**src/rtl/fqr_pkg.sv**
```systemverilog
package fqr_pkg;

  // operation codes carried by an input item
  typedef enum logic [1:0] {
    OP_ENQ  = 2'd0,
    OP_DEQ  = 2'd1,
    OP_REPL = 2'd2,
    OP_CLR  = 2'd3
  } op_t;

  // result status codes
  typedef enum logic [1:0] {
    STAT_OK    = 2'd0,
    STAT_FULL  = 2'd1,
    STAT_EMPTY = 2'd2
  } status_t;

  // control states
  typedef enum logic {
    ST_IDLE,
    ST_REPL
  } state_t;

endpackage

```
**src/rtl/fifo_queue_with_replace.sv**
```systemverilog
// Timing: enqueue, dequeue, clear and replace on an empty queue give their result in the
//   cycle after the item is accepted; replace on a non-empty queue gives it after the walk.
// Throughput: one item per cycle while the output is free; replace stalls input while it
//   walks one entry per cycle through the single read port and write port of the memory.
// Reset (synchronous, rst_n low): head, count, state and output valid are cleared;
//   the entry memory is not cleared.
module fifo_queue_with_replace #(
  parameter int DEPTH      = 16,
  parameter int DATA_WIDTH = 32
) (
  input  logic                           clk,
  input  logic                           rst_n,
  input  logic                           in_valid,
  output logic                           in_stall,
  input  logic [1:0]                     in_op,
  input  logic [DATA_WIDTH-1:0]          in_value,
  input  logic [DATA_WIDTH-1:0]          in_match_value,
  output logic                           out_valid,
  input  logic                           out_stall,
  output logic [DATA_WIDTH-1:0]          out_data,
  output logic [1:0]                     out_status,
  output logic [$clog2(DEPTH+1)-1:0]     out_count,
  output logic                           out_empty_res,
  output logic                           out_full_res
);

  localparam int IW = $clog2(DEPTH);
  localparam int CW = $clog2(DEPTH + 1);
  localparam int SW = CW + 1;

  localparam logic [IW-1:0] LAST_IDX = IW'(DEPTH - 1);
  localparam logic [CW-1:0] FULL_CNT = CW'(DEPTH);
  localparam logic [SW-1:0] DEPTH_SW = SW'(DEPTH);

  // entry memory with registered read
  logic [DATA_WIDTH-1:0] mem [DEPTH];
  logic [DATA_WIDTH-1:0] rd_data_r;
  logic [IW-1:0]         rd_addr;
  logic                  wr_en;
  logic [IW-1:0]         wr_addr;
  logic [DATA_WIDTH-1:0] wr_data;

  // control and walk state
  fqr_pkg::state_t       state_r, state_nxt;
  logic [IW-1:0]         head_r, head_nxt;
  logic [CW-1:0]         count_r, count_nxt;
  logic [IW-1:0]         ptr_r, ptr_nxt;
  logic [CW-1:0]         rem_r, rem_nxt;
  logic [DATA_WIDTH-1:0] repl_val_r, repl_val_nxt;
  logic [DATA_WIDTH-1:0] repl_match_r, repl_match_nxt;

  // output register
  logic                  out_valid_r, out_valid_nxt;
  logic [DATA_WIDTH-1:0] out_data_r, out_data_nxt;
  fqr_pkg::status_t      out_status_r, out_status_nxt;
  logic [CW-1:0]         out_count_r, out_count_nxt;

  logic                  out_free;
  logic                  in_acc;
  logic                  out_load;
  logic [SW-1:0]         tail_sum;
  logic [IW-1:0]         tail_idx;
  logic [IW-1:0]         head_inc;
  logic [IW-1:0]         ptr_inc;
  fqr_pkg::op_t          op;

  // circular index arithmetic
  always_comb begin
    head_inc = (head_r == LAST_IDX) ? '0 : head_r + IW'(1);
    ptr_inc  = (ptr_r == LAST_IDX) ? '0 : ptr_r + IW'(1);
    tail_sum = SW'(head_r) + SW'(count_r);
    if (tail_sum >= DEPTH_SW) begin
      tail_sum = tail_sum - DEPTH_SW;
    end
    tail_idx = tail_sum[IW-1:0];
  end

  // handshake
  assign out_free = !out_valid_r || !out_stall;
  assign in_stall = !((state_r == fqr_pkg::ST_IDLE) && out_free);
  assign in_acc   = in_valid && !in_stall;
  assign op       = fqr_pkg::op_t'(in_op);

  // next state and memory access control
  always_comb begin
    state_nxt      = state_r;
    head_nxt       = head_r;
    count_nxt      = count_r;
    ptr_nxt        = ptr_r;
    rem_nxt        = rem_r;
    repl_val_nxt   = repl_val_r;
    repl_match_nxt = repl_match_r;
    wr_en          = 1'b0;
    wr_addr        = tail_idx;
    wr_data        = in_value;
    rd_addr        = head_r;
    out_load       = 1'b0;
    out_data_nxt   = '0;
    out_status_nxt = fqr_pkg::STAT_OK;

    unique case (state_r)
      fqr_pkg::ST_IDLE: begin
        if (in_acc) begin
          out_load = 1'b1;
          unique case (op)
            fqr_pkg::OP_ENQ: begin
              if (count_r == FULL_CNT) begin
                out_status_nxt = fqr_pkg::STAT_FULL;
              end else begin
                wr_en     = 1'b1;
                count_nxt = count_r + CW'(1);
              end
            end
            fqr_pkg::OP_DEQ: begin
              if (count_r == '0) begin
                out_status_nxt = fqr_pkg::STAT_EMPTY;
              end else begin
                out_data_nxt = rd_data_r;
                head_nxt     = head_inc;
                count_nxt    = count_r - CW'(1);
              end
            end
            fqr_pkg::OP_REPL: begin
              // walk only a non-empty queue, result comes at the end
              if (count_r != '0) begin
                out_load       = 1'b0;
                state_nxt      = fqr_pkg::ST_REPL;
                ptr_nxt        = head_r;
                rem_nxt        = count_r;
                repl_val_nxt   = in_value;
                repl_match_nxt = in_match_value;
              end
            end
            fqr_pkg::OP_CLR: begin
              head_nxt  = '0;
              count_nxt = '0;
            end
            default: ;
          endcase
        end
        // keep the front word prefetched
        rd_addr = head_nxt;
      end
      fqr_pkg::ST_REPL: begin
        // rd_data_r holds the entry at ptr_r
        wr_en   = (rd_data_r == repl_match_r);
        wr_addr = ptr_r;
        wr_data = repl_val_r;
        ptr_nxt = ptr_inc;
        rem_nxt = rem_r - CW'(1);
        if (rem_r == CW'(1)) begin
          rd_addr   = head_r;
          state_nxt = fqr_pkg::ST_IDLE;
          out_load  = 1'b1;
        end else begin
          rd_addr = ptr_inc;
        end
      end
      default: ;
    endcase

    out_count_nxt = count_nxt;
    if (out_load) begin
      out_valid_nxt = 1'b1;
    end else if (out_valid_r && !out_stall) begin
      out_valid_nxt = 1'b0;
    end else begin
      out_valid_nxt = out_valid_r;
    end
  end

  // memory write and read with write forwarding
  always_ff @(posedge clk) begin
    if (wr_en) begin
      mem[wr_addr] <= wr_data;
    end
    if (wr_en && (wr_addr == rd_addr)) begin
      rd_data_r <= wr_data;
    end else begin
      rd_data_r <= mem[rd_addr];
    end
  end

  // control registers
  always_ff @(posedge clk) begin
    if (!rst_n) begin
      state_r     <= fqr_pkg::ST_IDLE;
      head_r      <= '0;
      count_r     <= '0;
      ptr_r       <= '0;
      rem_r       <= '0;
      out_valid_r <= 1'b0;
    end else begin
      state_r     <= state_nxt;
      head_r      <= head_nxt;
      count_r     <= count_nxt;
      ptr_r       <= ptr_nxt;
      rem_r       <= rem_nxt;
      out_valid_r <= out_valid_nxt;
    end
  end

  // payload registers
  always_ff @(posedge clk) begin
    repl_val_r   <= repl_val_nxt;
    repl_match_r <= repl_match_nxt;
    if (out_load) begin
      out_data_r   <= out_data_nxt;
      out_status_r <= out_status_nxt;
      out_count_r  <= out_count_nxt;
    end
  end

  assign out_valid     = out_valid_r;
  assign out_data      = out_data_r;
  assign out_status    = out_status_r;
  assign out_count     = out_count_r;
  assign out_empty_res = (out_count_r == '0);
  assign out_full_res  = (out_count_r == FULL_CNT);

  // count never exceeds capacity
  a_count_bound: assert property (@(posedge clk) disable iff (!rst_n)
    count_r <= FULL_CNT)
    else $error("held count above capacity");

  // no result is pending while a replace walk runs
  a_walk_out_idle: assert property (@(posedge clk) disable iff (!rst_n)
    (state_r == fqr_pkg::ST_REPL) |-> !out_valid_r)
    else $error("result pending during replace walk");

  // a successful dequeue removes exactly one word
  a_deq_count: assert property (@(posedge clk) disable iff (!rst_n)
    (in_acc && (op == fqr_pkg::OP_DEQ) && (count_r != '0))
      |=> (count_r == $past(count_r) - CW'(1)))
    else $error("dequeue count mismatch");

  // head stays inside the storage
  a_head_bound: assert property (@(posedge clk) disable iff (!rst_n)
    head_r <= LAST_IDX)
    else $error("head index out of range");

endmodule
```
**config.mk**
```make
export PLATFORM = sky130hd
export DESIGN_NAME = fifo_queue_with_replace
export DESIGN_NICKNAME = d
export VERILOG_FILES = /design/src/rtl/fqr_pkg.sv /design/src/rtl/fifo_queue_with_replace.sv
export SDC_FILE = /design/constraint.sdc
export NUM_CORES = 1
export LEC_CHECK = 0
export BUFFER_PORTS_ARGS = -buffer_cell sky130_fd_sc_hd__buf_2
export CORE_MARGIN = 4
export CORE_UTILIZATION = 55
export CTS_BUF_LIST = sky130_fd_sc_hd__clkbuf_2 sky130_fd_sc_hd__clkbuf_4 sky130_fd_sc_hd__clkbuf_8
export DETAILED_ROUTE_END_ITERATION = 7
export HOLD_SLACK_MARGIN = 0.1
export PLACE_DENSITY_LB_ADDON = 0.08
export REMOVE_ABC_BUFFERS = 1
export SYNTH_ARGS = -nofsm -noshare
export SYNTH_HDL_FRONTEND = slang
export SYNTH_SLANG_ARGS = --single-unit
```
**constraint.sdc**
```tcl
create_clock -name clk -period 5.28 [get_ports clk]
set_input_delay 1.056 -clock clk [delete_from_list [all_inputs] [get_ports clk]]
set_output_delay 1.056 -clock clk [all_outputs]
set_load 0.01 [all_outputs]
```
==> impl_results.md, run 1 <==
* Run status: completed
* Hold Crit Depth at 2
* Final Critical Period at between 4 and 5 ns
* GR Overflow Total at 0
* Synth area leaders: edfxtp_1, mux4_2, mux2i_1, mux2_2, mux4_1
* Most frequent cells in the layout: edfxtp_1, buf_2, clkbuf_8
* Crit path arrival time at 5.24 ns
* Core Footprint at roughly 47000 sq um
* Cts hold-fix bufs at 0
* Clock sink count at around 640
* Post-synthesis sequential area ratio at 0.7212
* Total CTS buffers at 100
* H-tree levels at 3
* Setup crit start kind: flip-flop
* Hold Path Class: reg -> reg
* Comb power frac at 0.046
* Unrepaired setup endpoints after global routing: false
* Yosys cell types at 67
* Slowest-stage cell, CP: dfxtp_4
* WHS Endpoint: rem_r[4]
* PwrDens at 343.0 nW/um^2
* Sequential Power Share at 0.551
* Die area at 51330 sq um
* Flip-flop and latch count after synthesis at approximately 640
* Wire length per cell at around 28 microns
* Critical Path, Cell by Cell: buf_12 > mux4_2 > a22o_1 > a221oi_1 > xor2_1 > nand3_1 > nor4_2 > nand4_2 > buf_4 > a21oi_4 > buf_4
* Layout Skew at 0.02384 ns
* R2R Path End: mem[2][28]
* Mapped Avg Cell Area at 17.90 sq um
* Vias in the first global route at between 10000 and 15000
* Crit. End Element: flip-flop
* P_leak at around 9.8 nW
* Placement Setup Slack at around 0.36 ns
* DIE WIDTH at roughly 230 microns
* Cell Int Power at about 8.1 mW
* Fin. max-slew vios at 0
* Max_slew headroom at 0.1169
* Slowest stage delay, CP at between 0.7 and 0.8 ns
* Worst skew pair latency at 0.67 ns
* Top cell type's share of synthesized area at 0.7030
* Crit share post-route at 0.9369
* Cell taking the most area after synthesis: edfxtp_1
* Clock power frac at 0.403
* Most common cell after layout, fill and taps aside: edfxtp_1
* Placer Congestion at 0.8758
* Via-per-instance ratio at just over 6
* Critical Path Most Common Cell: buf_4
* Worst setup path category: reg -> reg
* Vias at 14640
* Setup bufs post-CTS at 0
* Highest Clock Rate at 202.1 MHz
* Area growth syn-to-layout at 13.99%
* Largest net degree at the start of global routing at 46
* Core Rows at 79
* DRC viols at 0
* GRT Resource Usage Total at 0.2624
* Fin worst setup slack at roughly 0.33 ns
* Hold path start: rem_r[4]
* # port buffers at between 100 and 150
* Final Hold Viols at 0
* Clk slew on worst S/H paths at 0.06 ns
* # diodes at 0
* Utilization after layout at 0.6392
* Post-Synthesis Cell Area at around 26000 sq um
* Total Nets Final at about 1800
* Post-route antenna net violation count at 0
* Req. time, crit path at between 5 and 6 ns
* Ys flop type: edfxtp_1
* IO Pins at between 100 and 150
* Drt first-iter violations at roughly 1600
* CTS tree: done
* Setup slack, reg-to-reg at roughly 0.33 ns
* First-pass GRT wire length at 97.28 mm
* Total power at 10.27 mW
* Final Routed Wirelength at between 60 and 70 mm
* Warnings from Yosys at 0
* Die height at roughly 230 microns
* Total of max-cap violations at 0
* Fraction of registers with async set/reset at 0
* Tightest Pin Transition at between 1 and 1.5 ns
* Worst VDD drop at 0.2536 mV
* Root Buffer: clkbuf_8
* Initial antenna violation count at 0
* Cell depth of the worst flop-to-flop path at 11
* Psw at between 2 and 2.5 mW
* Starting Density at 0.5607
* Hpwl dp at 43.21 mm
* Maximum fanout along the worst path at 45
* Net Sw Frac at 0.2113
* EDFF count, synth at just over 600
* Max clock buf depth at 3
* Drt first pass iters at 5
* Mapped Cells at approximately 1500
* CTS resizes at 0
* Final-report setup violation count at 0
* Share of cells above drive strength 1 at 0.2894
==> kinds of logic (layout without fill, tap and decap cells) <==
family	after synthesis	in the layout	share of synthesized area
xor+xnor	43	43	0.01434
compound gates	201	201	0.05386
simple gates	241	241	0.04658
fa+ha+maj	10	10	0.005048
buf+inv	90	367	0.01862
mux	244	244	0.1403
flops	639	639	0.7212
==> layout make-up <==
| class | instances | area [sq um] |
|---|---|---|
| Clock buffer | 139 | 1694 |
| Clock inverter | 37 | 295.3 |
| Tap cell | 607 | 759.5 |
| Fill cell | 3338 | 16910 |
| Sequential cell | 639 | 18960 |
| Inverter | 17 | 63.81 |
| Multi-Input combinational cell | 739 | 7030 |
| Timing Repair Buffer | 174 | 1139 |
==> cells in the mapped netlist, types with 7 or more instances <==
| cell type | count |
|---|---|
| a22oi_1 | 20 |
| nor3_1 | 17 |
| a221oi_1 | 11 |
| buf_4 | 10 |
| inv_1 | 16 |
| buf_2 | 24 |
| and3_1 | 9 |
| mux2_2 | 64 |
| and2_1 | 15 |
| buf_6 | 9 |
| a21oi_1 | 50 |
| dfxtp_1 | 24 |
| nor2b_1 | 18 |
| a211oi_1 | 23 |
| mux2i_1 | 93 |
| nand2b_1 | 16 |
| mux4_2 | 67 |
| xnor2_1 | 30 |
| o22ai_1 | 18 |
| or3_1 | 7 |
| a22o_1 | 10 |
| mux4_1 | 20 |
| nor2_1 | 52 |
| o21ai_0 | 17 |
| nand3_1 | 11 |
| edfxtp_1 | 615 |
| xor2_1 | 13 |
| nand2_1 | 67 |
| clkbuf_1 | 24 |
| ha_1 | 9 |
==> state kept, by name, indices dropped and copies added, names as in the netlist, 2 cells and up, named ones only <==
register,cells
repl_match_r,32
ptr_r,4
rem_r,5
mem,512
out_status,2
repl_val_r,32
count_r,5
out_count,5
out_data,32
head_r,4
==> layer usage <==
layer / routed length (microns) / vias to the layer above / track usage
li1: - / 6353 / -
met1: 28150 / 7536 / 0.3781
met2: 31810 / 645 / 0.4147
met3: 5213 / 108 / 0.05865
met4: 1434 / 0 / 0.06854
met5: 0 / - / 0
==> power groups by stage <==
stage          clock network (mW)  registers [mW]  logic [mW]
2_1_floorplan                   0            5.78       0.246
3_3_place_gp                    0            5.76       0.461
3_5_place_dp                    0            5.76       0.470
4_1_cts                      4.23            5.66       0.471
5_1_grt                      4.48            5.66       0.509
6_report                     4.14            5.66       0.473
==> worst max-delay path by stage <==
stage / startpoint / to / slack [ns]
after global placement: flip-flop / mem[14][27] / 0.34
after global routing: flip-flop / mem[2][4] / 0.24
after floorplan: flip-flop / mem[15][0] / -2.61
after detailed placement: flip-flop / mem[2][14] / 0.36
final: flip-flop / mem[2][28] / 0.33
after CTS: flip-flop / mem[2][28] / 0.34
==> through the flow <==
step	area (sq um)	cells	hold slack [ns]	TNS (ns)
global route	29950	2352	0.4999	0
CTS	29950	2352	0.5034	0
global placement	27960	2176	0.4856	0
floorplan	25850	1395	0.4680	-1484.05
finish	29950	2352	0.5031	0
detailed placement	27960	2176	0.4858	0
==> critical path, delay by kind of cell (launching register included) <==
kind | cells | cell delay, ns
muxes | 1 | 0.54
DFF | 1 | 0.76
buffers and inverters | 3 | 1.02
and+or+nand+nor | 3 | 0.73
AOI/OAI and AO/OA | 3 | 1.12
xor gates and xnor gates | 1 | 0.34
No activity file was read; power rests on OpenSTA's default activity.
==> run 2: changes to the inputs <==
BUFFER_PORTS_ARGS = -buffer_cell sky130_fd_sc_hd__buf_4   (was -buffer_cell sky130_fd_sc_hd__buf_2)
clock period = 4.8 ns   (was 5.28 ns; I/O delays follow)
==> run 2 against run 1 <==
Net effect: non-clock buffer count is 6 higher; critical path type unchanged; maximum frequency rose by 7.7%; critical endpoint is now mem[3][27]; total power grew 11%; wire length rose by 2.8%; clock skew grew 0.0074 ns; via count rose by 0.93%; flip-flop and latch count unchanged.
==> impl_results.md, run 2 (same netlist as run 1, synthesis figures left out) <==
* Initial antenna violation count at 0 (unchanged)
* CTS resizes at 0 (unchanged)
* Max clock buf depth at 3 (unchanged)
* Vias at 14780 (was 14640)
* Worst skew pair latency at 0.70 ns (was 0.67 ns)
* Req. time, crit path at 5.15 ns (was 5.57 ns)
* Clock sink count at 639 (unchanged)
* Share of cells above drive strength 1 at 0.2852 (was 0.2894)
* Run status: completed (unchanged)
* Starting Density at 0.5607 (unchanged)
* Drt first-iter violations at 1594 (was 1592)
* Setup bufs post-CTS at 0 (unchanged)
* DIE WIDTH at 226.6 microns (unchanged)
* DRC viols at 0 (unchanged)
* Final Hold Viols at 0 (unchanged)
* Setup slack, reg-to-reg at 0.21 ns (was 0.33 ns)
* Drt first pass iters at 7 (was 5)
* Crit path arrival time at 4.94 ns (was 5.24 ns)
* Max_slew headroom at 0.4230 (was 0.1169)
* Hold slack at 0.4304 ns (was 0.5031 ns)
* H-tree levels at 3 (unchanged)
* Crit. End Element: flip-flop (unchanged)
* Die height at 226.6 microns (unchanged)
* R2R Path End: mem[3][27] (was mem[2][28])
* IO Pins at 113 (unchanged)
* Hold path start: in_match_value[14] (was rem_r[4])
* Via-per-instance ratio at 6.254 (was 6.225)
* CTS tree: done (unchanged)
* Post-route antenna net violation count at 0 (unchanged)
* Fin. max-slew vios at 0 (unchanged)
* PwrDens at 374.8 nW/um^2 (was 343.0 nW/um^2)
* First-pass GRT wire length at 99.73 mm (was 97.28 mm)
* Highest Clock Rate at 217.8 MHz (was 202.1 MHz)
* Cts hold-fix bufs at 0 (unchanged)
* Total CTS buffers at 99 (was 100)
* Total Nets Final at 1756 (was 1751)
* Root Buffer: clkbuf_8 (unchanged)
* P_leak at 9.942 nW (was 9.821 nW)
* Setup crit start kind: flip-flop (unchanged)
* Total power at 11.40 mW (was 10.27 mW)
* Layout Skew at 0.03128 ns (was 0.02384 ns)
* Die area at 51330 sq um (unchanged)
* Worst VDD drop at 0.2814 mV (was 0.2536 mV)
* GRT Resource Usage Total at 0.2707 (was 0.2624)
* Largest net degree at the start of global routing at 42 (was 46)
* Crit share post-route at 0.9567 (was 0.9369)
* Hpwl dp at 43.71 mm (was 43.21 mm)
* Number of flip-flops in the largest register at 512 (unchanged)
* Most flop-heavy register: mem (unchanged)
* Cell depth of the worst flop-to-flop path at 12 (was 11)
* # port buffers at 112 (unchanged)
* Core Footprint at 46850 sq um (unchanged)
* Final Critical Period at 4.592 ns (was 4.947 ns)
* Final-report setup violation count at 0 (unchanged)
* GR Overflow Total at 0 (unchanged)
* Area growth syn-to-layout at 15.80% (was 13.99%)
* Maximum fanout along the worst path at 32 (was 45)
* Placer Congestion at 0.8851 (was 0.8758)
* # fillers at 3315 (was 3338)
* Tightest Pin Transition at 0.8623 ns (was 1.325 ns)
* Hold Crit Depth at 1 (was 2)
* Final Routed Wirelength at 68.46 mm (was 66.61 mm)
* Hold Path Class: in -> reg (was reg -> reg)
* WHS Endpoint: repl_match_r[14] (was rem_r[4])
* Clk slew on worst S/H paths at 0.07 ns (was 0.06 ns)
* Unrepaired setup endpoints after global routing: false (unchanged)
* Most frequent cells in the layout: edfxtp_1, buf_4, clkbuf_8 (was edfxtp_1, buf_2, clkbuf_8)
* Total of max-cap violations at 0 (unchanged)
* Most common cell after layout, fill and taps aside: edfxtp_1 (unchanged)
* Vias in the first global route at 14920 (was 14690)
* Worst setup path category: reg -> reg (unchanged)
* Wire length per cell at 28.97 microns (was 28.32 microns)
* Core Rows at 79 (unchanged)
-- run 2: changes by cell type in the layout (fill, tap and decap cells not counted), sizes merged --
cell and change:
buf +6, clkbuf -9, clkinv +7, bufinv +2, diode +3, clkinvlp +2
-- run 2: final cells by class --
type                    instances  area, sq um  area share
flip-flops and latches        639        18960      0.6234
multi-input cells             739         7030      0.2311
clock buffers                 130         1608     0.05285
repair buffers                180         1589     0.05223
well taps                     607        759.5     0.02496
clock inverters                48        400.4     0.01316
inverters                      17        63.81    0.002097
diodes                          3        7.507   0.0002468
-- run 2: stage by stage --
stage | setup WS (ns) | std cells | TNS (ns) | utilization | cell area [sq um]
global placement | 0.3040 | 2182 | 0 | 0.6063 | 28410
global route | 0.01693 | 2360 | 0 | 0.6492 | 30420
detailed placement | 0.2122 | 2182 | 0 | 0.6063 | 28410
floorplan | -3.086 | 1395 | -1792.60 | - | 25850
CTS | 0.1962 | 2360 | 0 | 0.6492 | 30420
finish | 0.2080 | 2363 | 0 | 0.6493 | 30420
-- run 2: how the worst max path moves through the flow --
| stage | startpoint | cells past startpoint | slack (ns) | endpoint |
|---|---|---|---|---|
| 3_3_place_gp | flip-flop | 12 | 0.30 | mem[9][21] |
| 2_1_floorplan | flip-flop | 8 | -3.09 | mem[15][0] |
| 5_1_grt | flip-flop | 11 | 0.02 | mem[3][13] |
| 6_report | flip-flop | 12 | 0.21 | mem[3][27] |
| 3_5_place_dp | flip-flop | 12 | 0.21 | mem[9][21] |
| 4_1_cts | flip-flop | 12 | 0.20 | mem[9][18] |
-- run 2: critical path: stages (launching register included) --
cell       delay [ns]
dfxtp_4          0.63
buf_12           0.29
buf_4            0.25
mux4_1           0.36
xnor2_1          0.25
o22ai_1          0.15
a2111oi_0        0.44
nand4_1          0.31
nor4_2           0.58
nand4_2          0.18
buf_4            0.21
a21oi_4          0.19
buf_4            0.35
-- run 2: layer usage --
metal / global-route usage / up-vias / part of all wire
met4: 0.08189 / 0 / 0.027
li1: - / 6364 / -
met5: 0 / - / 0
met3: 0.06176 / 128 / 0.081
met2: 0.4241 / 687 / 0.47
met1: 0.3873 / 7599 / 0.42
-- run 2: report_power, final --
part	leakage (nW)	switching, mW	total (mW)	internal [mW]
registers	5.77	0.0382	6.22	6.19
logic	3.12	0.337	0.553	0.215
clock network	1.05	2.07	4.63	2.56
